===== src/rtl/ihc_pkg.sv =====
`default_nettype none
// ----------------------------------------------------------------------------
// ihc_pkg
// shared types, constants and helpers for the ipv4 header check
// ----------------------------------------------------------------------------
package ihc_pkg;

	localparam logic [3:0] IPV4_VERSION = 4'd4;
	localparam logic [3:0] MIN_IHL      = 4'd5;

	localparam logic [7:0] PROTO_ICMP = 8'd1;
	localparam logic [7:0] PROTO_TCP  = 8'd6;
	localparam logic [7:0] PROTO_UDP  = 8'd17;

	localparam logic [2:0] ST_UDP_OK       = 3'd0;
	localparam logic [2:0] ST_BAD_VERSION  = 3'd1;
	localparam logic [2:0] ST_SHORT_HEADER = 3'd2;
	localparam logic [2:0] ST_TTL_ZERO     = 3'd3;
	localparam logic [2:0] ST_BAD_CHECKSUM = 3'd4;
	localparam logic [2:0] ST_ICMP         = 3'd5;
	localparam logic [2:0] ST_TCP          = 3'd6;
	localparam logic [2:0] ST_UNKNOWN      = 3'd7;

	localparam logic [15:0] SUM_GOOD = 16'hffff;

	localparam int TDATA_OUT_W = 104;

	typedef struct packed {
		logic [15:0] word;
		logic        start;
	} ihc_beat_t;

	typedef struct packed {
		logic [2:0]  status;
		logic [7:0]  protocol;
		logic [15:0] total_length;
		logic [5:0]  header_bytes;
		logic [31:0] source_address;
		logic [31:0] destination_address;
	} ihc_result_t;

	// ones' complement add with end-around carry
	function automatic logic [15:0] ones_add(input logic [15:0] a, input logic [15:0] b);
		logic [16:0] s;
		s = {1'b0, a} + {1'b0, b};
		return s[15:0] + {15'd0, s[16]};
	endfunction

endpackage
`default_nettype wire


===== src/rtl/ihc_in_stage.sv =====
`default_nettype none
// ----------------------------------------------------------------------------
// ihc_in_stage
// input register: captures one beat, releases it when the parse stage takes it
// ----------------------------------------------------------------------------
module ihc_in_stage import ihc_pkg::*; (
	input  wire logic      clk,
	input  wire logic      arst_n,
	input  wire logic      in_valid,
	output logic           in_ready,
	input  wire ihc_beat_t in_beat,
	input  wire logic      take,
	output logic           valid_s1,
	output ihc_beat_t      beat_s1
);

	logic load;

	assign in_ready = !valid_s1 || take;
	assign load     = in_valid && in_ready;

	always_ff @(posedge clk or negedge arst_n) begin
		if (!arst_n) begin
			valid_s1 <= 1'b0;
		end else begin
			valid_s1 <= load || (valid_s1 && !take);
		end
	end

	always_ff @(posedge clk) begin
		if (load) begin
			beat_s1 <= in_beat;
		end
	end

endmodule
`default_nettype wire


===== src/rtl/ihc_parse.sv =====
`default_nettype none
// ----------------------------------------------------------------------------
// ihc_parse
// header state, field capture, running checksum and verdict
// ----------------------------------------------------------------------------
module ihc_parse import ihc_pkg::*; (
	input  wire logic      clk,
	input  wire logic      arst_n,
	input  wire logic      en,
	input  wire ihc_beat_t beat,
	output logic           res_valid,
	output ihc_result_t    res
);

	logic [4:0]  idx_q;
	logic        active_q;
	logic [3:0]  ihl_q;
	logic [15:0] sum_q;
	logic [7:0]  ttl_q;
	logic [7:0]  proto_q;
	logic [15:0] len_q;
	logic [31:0] src_q;
	logic [31:0] dst_q;

	logic        act;
	logic [4:0]  idx;
	logic [3:0]  ihl_n;
	logic [15:0] sum_n;
	logic [7:0]  ttl_n;
	logic [7:0]  proto_n;
	logic [15:0] len_n;
	logic [31:0] src_n;
	logic [31:0] dst_n;
	logic        early;
	logic        last;
	logic        done;
	logic [2:0]  early_st;
	logic [2:0]  final_st;

	always_comb begin
		act     = beat.start || active_q;
		// start clears everything before this word is taken in
		idx     = beat.start ? 5'd0 : idx_q;
		ihl_n   = beat.start ? 4'd0 : ihl_q;
		ttl_n   = beat.start ? 8'd0 : ttl_q;
		proto_n = beat.start ? 8'd0 : proto_q;
		len_n   = beat.start ? 16'd0 : len_q;
		src_n   = beat.start ? 32'd0 : src_q;
		dst_n   = beat.start ? 32'd0 : dst_q;
		sum_n   = ones_add(beat.start ? 16'd0 : sum_q, beat.word);

		case (idx)
			5'd0: ihl_n = beat.word[11:8];
			5'd1: len_n = beat.word;
			5'd4: begin
				ttl_n   = beat.word[15:8];
				proto_n = beat.word[7:0];
			end
			5'd6: src_n[31:16] = beat.word;
			5'd7: src_n[15:0]  = beat.word;
			5'd8: dst_n[31:16] = beat.word;
			5'd9: dst_n[15:0]  = beat.word;
			default: ;
		endcase

		early    = (idx == 5'd0) &&
		           ((beat.word[15:12] != IPV4_VERSION) || (beat.word[11:8] < MIN_IHL));
		early_st = (beat.word[15:12] != IPV4_VERSION) ? ST_BAD_VERSION : ST_SHORT_HEADER;
		last     = ({1'b0, idx} + 6'd1) >= {1'b0, ihl_n, 1'b0};
		done     = early || last;

		if (ttl_n == 8'd0) begin
			final_st = ST_TTL_ZERO;
		end else if (sum_n != SUM_GOOD) begin
			final_st = ST_BAD_CHECKSUM;
		end else if (proto_n == PROTO_UDP) begin
			final_st = ST_UDP_OK;
		end else if (proto_n == PROTO_ICMP) begin
			final_st = ST_ICMP;
		end else if (proto_n == PROTO_TCP) begin
			final_st = ST_TCP;
		end else begin
			final_st = ST_UNKNOWN;
		end

		res_valid = en && act && done;
		res.header_bytes = {ihl_n, 2'b00};
		if (early) begin
			res.status              = early_st;
			res.protocol            = 8'd0;
			res.total_length        = 16'd0;
			res.source_address      = 32'd0;
			res.destination_address = 32'd0;
		end else begin
			res.status              = final_st;
			res.protocol            = proto_n;
			res.total_length        = len_n;
			res.source_address      = src_n;
			res.destination_address = dst_n;
		end
	end

	always_ff @(posedge clk or negedge arst_n) begin
		if (!arst_n) begin
			idx_q    <= 5'd0;
			active_q <= 1'b0;
			ihl_q    <= 4'd0;
			sum_q    <= 16'd0;
			ttl_q    <= 8'd0;
			proto_q  <= 8'd0;
			len_q    <= 16'd0;
			src_q    <= 32'd0;
			dst_q    <= 32'd0;
		end else if (en && act) begin
			idx_q    <= done ? idx : idx + 5'd1;
			active_q <= !done;
			ihl_q    <= ihl_n;
			sum_q    <= sum_n;
			ttl_q    <= ttl_n;
			proto_q  <= proto_n;
			len_q    <= len_n;
			src_q    <= src_n;
			dst_q    <= dst_n;
		end
	end

endmodule
`default_nettype wire


===== src/rtl/ihc_out_stage.sv =====
`default_nettype none
// ----------------------------------------------------------------------------
// ihc_out_stage
// result register towards the master side
// ----------------------------------------------------------------------------
module ihc_out_stage import ihc_pkg::*; (
	input  wire logic        clk,
	input  wire logic        arst_n,
	input  wire logic        res_valid,
	input  wire ihc_result_t res,
	output logic             can_load,
	output logic             out_valid,
	input  wire logic        out_ready,
	output ihc_result_t      out_res
);

	logic        valid_q;
	ihc_result_t res_q;

	assign can_load  = !valid_q || out_ready;
	assign out_valid = valid_q;
	assign out_res   = res_q;

	always_ff @(posedge clk or negedge arst_n) begin
		if (!arst_n) begin
			valid_q <= 1'b0;
		end else if (can_load) begin
			valid_q <= res_valid;
		end
	end

	always_ff @(posedge clk) begin
		if (can_load && res_valid) begin
			res_q <= res;
		end
	end

endmodule
`default_nettype wire


===== src/rtl/ipv4_header_check.sv =====
`default_nettype none
// ----------------------------------------------------------------------------
// ipv4_header_check
// streaming ipv4 header validation with ones' complement checksum
// ----------------------------------------------------------------------------
// header words enter one beat per cycle, big-endian 16-bit, with s_tuser set
// on the first word of each header. every beat is taken into an input
// register, then, once the result register has room, the parse stage adds
// it into the running ones' complement sum, captures the fields it carries
// and, where a verdict falls due, loads the result register, so a verdict
// passes both registers on its way out, and one beat per cycle is sustained
// as long as the master side keeps up; the limit per cycle is the single
// 16-bit end-around carry add and the field capture in the parse stage.
// a bad version or a header length under five 32-bit words gives a verdict
// on the first word; otherwise it comes on the last header word, with ttl zero
// ranked first, then a checksum that is not all ones, then the protocol.
// a start beat in the middle of a header drops the old one silently, and
// beats after the header or without a start are swallowed with no result.
// ----------------------------------------------------------------------------
module ipv4_header_check import ihc_pkg::*; (
	input  wire logic                   clk,
	input  wire logic                   arst_n,
	// slave side
	input  wire logic                   s_tvalid,
	output logic                        s_tready,
	input  wire logic [15:0]            s_tdata,   // header_word
	input  wire logic                   s_tuser,   // start_of_packet
	// master side
	output logic                        m_tvalid,
	input  wire logic                   m_tready,
	// status[2:0], protocol[10:3], total_length[26:11], header_bytes[32:27],
	// source_address[64:33], destination_address[96:65], zero fill above
	output logic [TDATA_OUT_W-1:0]      m_tdata
);

	ihc_beat_t   in_beat;
	ihc_beat_t   beat_s1;
	logic        valid_s1;
	logic        can_load;
	logic        take;
	logic        res_valid;
	ihc_result_t res;
	ihc_result_t out_res;

	assign in_beat.word  = s_tdata;
	assign in_beat.start = s_tuser;

	// the parse stage consumes a beat only when the result register has room
	assign take = valid_s1 && can_load;

	ihc_in_stage u_in (
		.clk      (clk),
		.arst_n   (arst_n),
		.in_valid (s_tvalid),
		.in_ready (s_tready),
		.in_beat  (in_beat),
		.take     (take),
		.valid_s1 (valid_s1),
		.beat_s1  (beat_s1)
	);

	ihc_parse u_parse (
		.clk       (clk),
		.arst_n    (arst_n),
		.en        (take),
		.beat      (beat_s1),
		.res_valid (res_valid),
		.res       (res)
	);

	ihc_out_stage u_out (
		.clk       (clk),
		.arst_n    (arst_n),
		.res_valid (res_valid),
		.res       (res),
		.can_load  (can_load),
		.out_valid (m_tvalid),
		.out_ready (m_tready),
		.out_res   (out_res)
	);

	// pack the result, first field in the lowest bits
	assign m_tdata = {7'd0,
	                  out_res.destination_address,
	                  out_res.source_address,
	                  out_res.header_bytes,
	                  out_res.total_length,
	                  out_res.protocol,
	                  out_res.status};

endmodule
`default_nettype wire


===== config.mk =====
export PLATFORM = sky130hd
export DESIGN_NAME = ipv4_header_check
export DESIGN_NICKNAME = d
export VERILOG_FILES = /design/src/rtl/ihc_pkg.sv /design/src/rtl/ihc_in_stage.sv /design/src/rtl/ihc_parse.sv /design/src/rtl/ihc_out_stage.sv /design/src/rtl/ipv4_header_check.sv
export SDC_FILE = /design/constraint.sdc
export NUM_CORES = 1
export LEC_CHECK = 0
export BUFFER_PORTS_ARGS = -buffer_cell sky130_fd_sc_hd__buf_2
export CORE_MARGIN = 1
export CORE_UTILIZATION = 53
export CTS_CLUSTER_SIZE = 40
export DETAILED_ROUTE_END_ITERATION = 12
export PLACE_DENSITY = 0.77
export SKIP_CTS_REPAIR_TIMING = 1
export SYNTH_ARGS = -nofsm -noshare
export SYNTH_HDL_FRONTEND = slang
export SYNTH_SLANG_ARGS = --single-unit

===== constraint.sdc =====
create_clock -name clk -period 7.2 [get_ports clk]
set_input_delay 0.72 -clock clk [delete_from_list [all_inputs] [get_ports clk]]
set_output_delay 0.72 -clock clk [all_outputs]
set_load 0.05 [all_outputs]

==> metrics.md, run 1 <==
| Metric | Value |
|---|---|
| Status | completed |
| Logic pwr share | 35.0% |
| Fin nets | 1158 |
| Total GRT Usage | 24.86% |
| Cell area after synthesis | 11420 µm² |
| Final Max Slew Viols | 0 |
| Crit Path Class | reg -> reg |
| Switch Pwr | 2.005 mW |
| First-pass GRT wire length | 42.73 mm |
| Vias/cell | 5.994 |
| Post-layout instance area | 12970 µm² |
| Maxcap violations | 0 |
| Leakage | 5.419 nW |
| Clock-pin transition on the worst setup and hold timing paths | 0.07 ns |
| Crit path capture type | flip-flop |
| Synth-to-Final Area Change | 13.58% |
| Min-delay worst type | in -> async |
| Final setup viols | 0 |
| RSZ-0062 raised after global routing | false |
| Drt first pass iters | 5 |
| Layout cell share with drive strength beyond 1 | 16.03% |
| Synth unique cells | 67 |
| Multi-input logic area | 4542 µm² |
| Final WL | 27.02 mm |
| Final GP Congestion | 0.8399 |
| Switching share of total power | 39.00% |
| Startpoint Class | flip-flop |
| Post-synth ARST share | 52.54% |
| DRT antenna net count | 0 |
| Ant. Diodes | 0 |
| Root Driver | clkbuf_16 |
| Sequential share of the synthesized area | 56.62% |
| CTS Buf Count | 25 |
| Worst-Margin Slew | 1.313 ns |
| Clock group share of total power | 27.2% |
| Int Power | 3.136 mW |
| WL/cell | 19.24 µm |
| Antenna violations before repair | 0 |
| Fin cells | 1404 |
| EDFF count, synth | 112 |
| Vias in the first global route | 7810 |
| Power Density | 396.2 nW/µm² |
| # port buffers | 117 |
| Setup TNS | 0 ns |
| Chip width | 148.8 µm |
| Layout filler cell count | 1694 |
| Via count | 8416 |
| Die area | 22140 µm² |
| Post-detail-place hpwl | 16.49 mm |
| Crit path required time | 7.49 ns |
| Layout Skew | 0.01081 ns |
| Crit share post-route | 79.24% |
| CTS Sinks | 236 |
| Yosys reg bits | 236 |
| Final Core Density | 61.52% |
| DRT iter0 DRCs | 935 |
| Maximum VDD drop | 223.5 µV |
| Crit path max fanout | 26 |
| Min Clock Period, post-route | 5.705 ns |
| Gr ovfl total | 0 |
| Bufs on Longest Clock Path | 3 |
| Clock Latency Late Sink | 0.53 ns |
| Remaining DRCs | 0 |
| Top FF cell, synth | dfrtp_1 |
| Synth warn | 0 |
| Initial Util | 54.16% |
| I/O pins | 127 |
| Mapped Avg Cell Area | 10.90 µm² |
| DP Area | 12060 µm² |
| CP arrival | 5.99 ns |
| Htree depth | 1 |
| Mapped Cells | 1048 |
| Slew HR | 11.54% |
| Largest net degree at the start of global routing | 90 |
| CTS tree | done |
| Dpl cells | 1358 |
| Hold Fails Final Rpt | 0 |
| Fmax | 175.3 MHz |
| Register area | 6466 µm² |
| Seq pwr share | 37.8% |
| Core area | 21090 µm² |
| Rows | 53 |
| Die Height | 148.8 µm |
==> path summary, 6_finish.rpt <==
path,start,to,slack (ns),depth (start not counted)
max,u_in.beat_s1[0],u_out.out_res[96],1.50,17
max in group asynchronous,arst_n,u_parse.dst_q[15],5.54,2
min reg2reg,u_parse.sum_q[7],u_parse.sum_q[7],0.46,2
min,arst_n,u_parse.active_q,0.20,1
max reg2reg,u_in.beat_s1[0],u_out.out_res[96],1.50,17
min in group clk,s_tdata[13],u_in.beat_s1[14],0.36,1
==> placed cells by master (no fill, tap or decap), drive strengths merged, types with 7 or more instances in the layout <==
master / instances
buf: 129
dfrtp: 124
edfxtp: 112
nor2: 106
a21oi: 102
a22o: 94
nor3b: 86
nand2: 64
o21ai: 43
clkbuf: 39
ha: 26
nor2b: 23
xnor2: 15
xor2: 13
nor3: 12
and2: 12
nand3: 11
inv: 10
conb: 9
and3: 8
nand2b: 8
nand4: 7
==> final cells by class <==
| type | count | area share [%] |
|---|---|---|
| sequential | 236 | 49.85 |
| multi-input combinational | 709 | 35.01 |
| clock buffer | 39 | 5.855 |
| timing repair buffer | 129 | 5.228 |
| tap | 275 | 2.652 |
| clock inverter | 7 | 1.148 |
| inverter | 9 | 0.2604 |
==> synth_stat cells, drive strengths merged, types with 6 or more instances <==
cell    number  share of area [%]
a21o         6               0.39
clkbuf      83                2.7
buf         19               0.96
xnor2       15                1.2
nand3       11               0.48
dfrtp      124                 27
nand3b       6               0.39
nor3        12               0.53
nand4        7               0.38
nand2b       8               0.44
o211ai       6               0.44
o21ai       43                1.9
nand2       64                2.1
nor2b       23                1.3
edfxtp     112                 29
ha          26                2.8
nor3b       86                5.7
or3          6               0.33
nor2       106                3.5
xor2        13                1.1
a22o        94                7.2
inv          9               0.30
and2        12               0.66
a21oi      102                4.5
and3         8               0.44
==> sequential cells by signal, summed over array words and instances, names as in the netlist <==
| register | cells |
|---|---|
| u_parse.proto_q | 8 |
| u_out.out_res | 95 |
| u_parse.sum_q | 16 |
| u_parse.active_q | 1 |
| u_in.valid_s1 | 1 |
| u_parse.ttl_q | 8 |
| u_out.out_valid | 1 |
| u_parse.src_q | 32 |
| u_parse.idx_q | 5 |
| u_in.beat_s1 | 17 |
| u_parse.len_q | 16 |
| u_parse.dst_q | 32 |
| u_parse.ihl_q | 4 |
==> logic make-up after synthesis <==
kind of cell | synth area share (%)
other cells | 0.03283
mux | 0.2629
fa+ha+maj | 3.024
buf+inv | 3.988
simple gates | 17.25
flops | 56.62
compound gates | 16.61
xor+xnor | 2.213
==> power by group through the flow <==
stage	sequential (mW)	clock, mW	combinational (mW)
floorplan	2.38	0	0.964
global placement	1.95	0	1.76
detailed placement	1.96	0	1.79
CTS	1.94	1.41	1.80
global route	1.97	1.46	1.95
finish	1.94	1.40	1.80
==> layer usage <==
metal | up-vias | wire (µm) | GRT usage [%] | share of wire (%)
met5 | - | 0 | 0 | 0
met4 | 0 | 1003 | 10.26 | 3.7
met3 | 61 | 1870 | 4.067 | 6.9
met2 | 352 | 12180 | 37.71 | 45
met1 | 4083 | 11960 | 35.69 | 44
li1 | 3920 | - | - | -
==> worst max-delay path, stage by stage (launching register included) <==
cell	delay [ns]
edfxtp_1	1.02
nor2b_1	0.11
ha_1	0.26
fa_1	0.42
a21o_1	0.20
a221o_1	0.34
a221oi_1	0.45
a21oi_1	0.18
a21o_1	0.20
a21o_1	0.20
ha_1	0.21
and3_1	0.24
or4_1	0.54
a31oi_1	0.18
nand4_1	0.16
a2111oi_4	0.35
nand3_1	0.13
o31a_1	0.28
==> through the flow <==
step | setup WS [ns] | hold slack (ns) | total power, mW
after floorplan | 1.568 | 0.4244 | 3.340
after global placement | 1.702 | 0.4504 | 3.715
after detailed placement | 1.520 | 0.4539 | 3.746
after CTS | 1.507 | 0.2142 | 5.151
after global routing | 1.166 | 0.2365 | 5.383
final | 1.495 | 0.1959 | 5.140
Note: power is estimated with default switching activity, not from simulation.
==> inputs of run 2 (changes only) <==
- ABC_AREA: unset -> 1
- CORE_UTILIZATION: 53 -> 54
- PLACE_DENSITY: 0.77 -> 0.78
- clock period: 7.2 -> 5 ns (I/O delays scaled with it)
==> run 2 against run 1 <==
Synthesized area up 5.9%; maximum frequency rose by 34%; combinational power grew 19%; clock power is 24% higher; hold slack got worse by 0.061 ns; count of clock-buffer cells in the layout down 3; sequential power up 29%; flip-flop and latch count stayed put; power is 24% higher; register-to-register slack worse by 0.75 ns; synthesized cell count up 43%; final cell count increased by 34%; critical path type unchanged; largest cell class unchanged; highest routed layer unchanged.
==> metrics.md, run 2 <==
| Metric | Value |
|---|---|
| Status | completed |
| CTS Buf Count | 25 (unchanged) |
| Post-synth ARST share | 52.54% (unchanged) |
| Post-synth top cells | 539 x nand2_1, 202 x inv_1, 143 x nand3_1 |
| Initial Util | 55.25% (+1.1 points) |
| Clock-pin transition on the worst setup and hold timing paths | 0.06 ns (about the same) |
| CTS Sinks | 236 (unchanged) |
| Chip width | 151.7 µm (+1.9%) |
| Final Max Slew Viols | 0 (unchanged) |
| Setup TNS | 0 ns (unchanged) |
| Layout cell share with drive strength beyond 1 | 12.52% (-3.5 points) |
| DRT antenna net count | 0 (unchanged) |
| Yosys top cell area share | 27.81% (-1.6 points) |
| Final setup margin | 0.7498 ns (-0.7452 ns) |
| Synth unique cells | 37 (-45%) |
| Bufs on Longest Clock Path | 3 (unchanged) |
| Crit Path Class | reg -> reg |
| Dominant cell type by area after synthesis | edfxtp_1 |
| Critical Path Max Stage Delay | 0.69 ns (-0.33 ns) |
| Min-delay worst type | in -> reg |
| Htree depth | 1 (unchanged) |
| Crit path capture type | flip-flop |
| Final GP Congestion | 0.9231 (+9.9%) |
| Die Height | 151.7 µm (+1.9%) |
| Power Density | 471.0 nW/µm² (+19%) |
| Final WL | 30.32 mm (+12%) |
| Antenna violations before repair | 0 (unchanged) |
| I/O pins | 127 (unchanged) |
| EDFF count, synth | 112 (unchanged) |
| Fin cells | 1887 (+34%) |
| Vias/cell | 5.343 (-11%) |
| Fin nets | 1635 (+41%) |
| Largest register FFs | 95 (unchanged) |
| First-pass GRT wire length | 47.82 mm (+12%) |
| # port buffers | 117 (unchanged) |
| RSZ-0062 raised after global routing | false |
| Post-detail-place hpwl | 19.54 mm (+18%) |
| Dominant cells by area after synthesis | edfxtp_1 28%, dfrtp_1 26%, nand2_1 17% |
| Largest net degree at the start of global routing | 110 (+22%) |
| Crit share post-route | 85.00% (+5.8 points) |
| Vias in the first global route | 9421 (+21%) |
| Synth warn | 0 (unchanged) |
| Fmax | 235.3 MHz (+34%) |
| Dpl ws | 0.7537 ns (-0.7661 ns) |
| Sequential share of the synthesized area | 53.47% (-3.2 points) |
| Slew HR | 21.93% (+10 points) |
| Final Core Density | 62.03% (+0.51 points) |
| Worst-Margin Slew | 1.171 ns (-0.1420 ns) |
| Maximum VDD drop | 222.4 µV (-0.46%) |
| Final setup viols | 0 (unchanged) |
| Most frequent cells in the layout | 539 x nand2_1, 201 x inv_1, 143 x nand3_1 |
| CP max-delay cell | edfxtp_1 |
| Core area | 21890 µm² (+3.8%) |
| Remaining DRCs | 0 (unchanged) |
| Hold Fails Final Rpt | 0 (unchanged) |
| Min Clock Period, post-route | 4.250 ns (-1.455 ns) |
| Most frequent cell after synthesis | nand2_1 |
| Die area | 23000 µm² (+3.9%) |
| CTS tree | done |
| Top FF cell, synth | dfrtp_1 |
| WL/cell | 16.07 µm (-16%) |
| Total GRT Usage | 27.02% (+2.2 points) |
| Hold_ws | 0.1348 ns (-0.06106 ns) |
| Leakage | 7.159 nW (+32%) |
| Mapped Avg Cell Area | 8.063 µm² (-26%) |
| Cell area after synthesis | 12090 µm² (+5.9%) |
| Maxcap violations | 0 (unchanged) |
| Root Driver | clkbuf_16 |
| CP arrival | 4.55 ns (-1.44 ns) |
| Drt first pass iters | 6 (+1) |
| Rows | 54 (+1.9%) |
| Clock Latency Late Sink | 0.54 ns (about the same) |
| Cell mode on critical path | nand2_1 |
| Mapped Cells | 1500 (+43%) |
| Layout Skew | 0.02734 ns (+0.01653 ns) |
| Dpl cells | 1839 (+35%) |
| Yosys reg bits | 236 (unchanged) |
| Commonest non-fill, non-tap cell in the layout | nand2_1 |
| DRT iter0 DRCs | 1107 (+18%) |
| Synth-to-Final Area Change | 12.27% |
| Crit path required time | 5.30 ns (-2.19 ns) |
| Crit path max fanout | 14 (-46%) |
| Gr ovfl total | 0 (unchanged) |
| Startpoint Class | flip-flop |
| Via count | 10.08k (+20%) |
-- run 2: cell types whose count changed in the layout (fill, tap and decap cells not counted), moves of 10 or more --
cell | before | now
o21ai_0 | 34 | 127
xnor2_1 | 15 | 1
nor2_1 | 105 | 56
nand2_1 | 64 | 539
and2_1 | 12 | 2
nor3b_1 | 86 | 0
nor2_2 | 0 | 10
nand3_1 | 11 | 143
a21oi_1 | 102 | 14
inv_1 | 9 | 201
nor2b_1 | 22 | 0
a22o_1 | 94 | 0
-- run 2: report_power, final --
group          switching, mW  leakage (nW)  internal, mW
logic                   1.66          4.02         0.491
registers              0.127          2.77          2.38
clock network          0.758         0.362         0.979
-- run 2: path summary, 6_finish.rpt --
check	slack [ns]	startpoint	to	cells after the start
setup / recovery	0.75	u_in.beat_s1[0]	u_out.out_res[96]	25
hold reg to reg	0.48	u_parse.src_q[30]	u_parse.src_q[30]	2
hold / removal	0.13	s_tdata[13]	u_in.beat_s1[14]	1
setup reg to reg	0.75	u_in.beat_s1[0]	u_out.out_res[96]	25
min in group asynchronous	0.49	arst_n	u_parse.sum_q[8]	2
max in group asynchronous	3.52	arst_n	u_parse.proto_q[1]	3
-- run 2: final cells by class --
class | instances | area, µm²
inverters | 211 | 793.3
diodes | 1 | 2.502
repair buffers | 127 | 678.2
clock buffers | 36 | 666.9
fillers | 1896 | 8313
multi-input cells | 986 | 4543
well taps | 280 | 350.3
clock inverters | 10 | 77.57
flip-flops and latches | 236 | 6466
-- run 2: kinds of logic after synthesis --
family	share of synthesized area, %
adders and majority gates	2.855
and+or+nand+nor	27.43
DFF	53.47
other	0.03101
buffers and inverters	9.321
xor gates and xnor gates	0.4345
AOI/OAI and AO/OA	6.466
-- run 2: layer usage --
| layer | wire length, µm | up-vias | part of all wire, % | GRT usage (%) |
|---|---|---|---|---|
| li1 | - | 4914 | - | - |
| met1 | 12620 | 4732 | 42 | 36.16 |
| met2 | 14460 | 359 | 48 | 43.32 |
| met3 | 1908 | 77 | 6.3 | 3.982 |
| met4 | 1335 | 0 | 4.4 | 12.72 |
| met5 | 0 | - | 0 | 0 |
-- run 2: stage by stage --
step / total power, mW / area, µm²
detailed placement: 4.667 / 12820
global placement: 4.636 / 12820
CTS: 6.404 / 13570
floorplan: 4.145 / 12130
global route: 6.724 / 13580
finish: 6.395 / 13580
-- run 2: worst max-delay path, delay by kind of cell, from the launching register on --
family          cells  cell delay [ns]
flops               1             0.69
simple gates       16             1.80
buf+inv             3             0.36
compound gates      3             0.39
fa+ha+maj           3             0.78
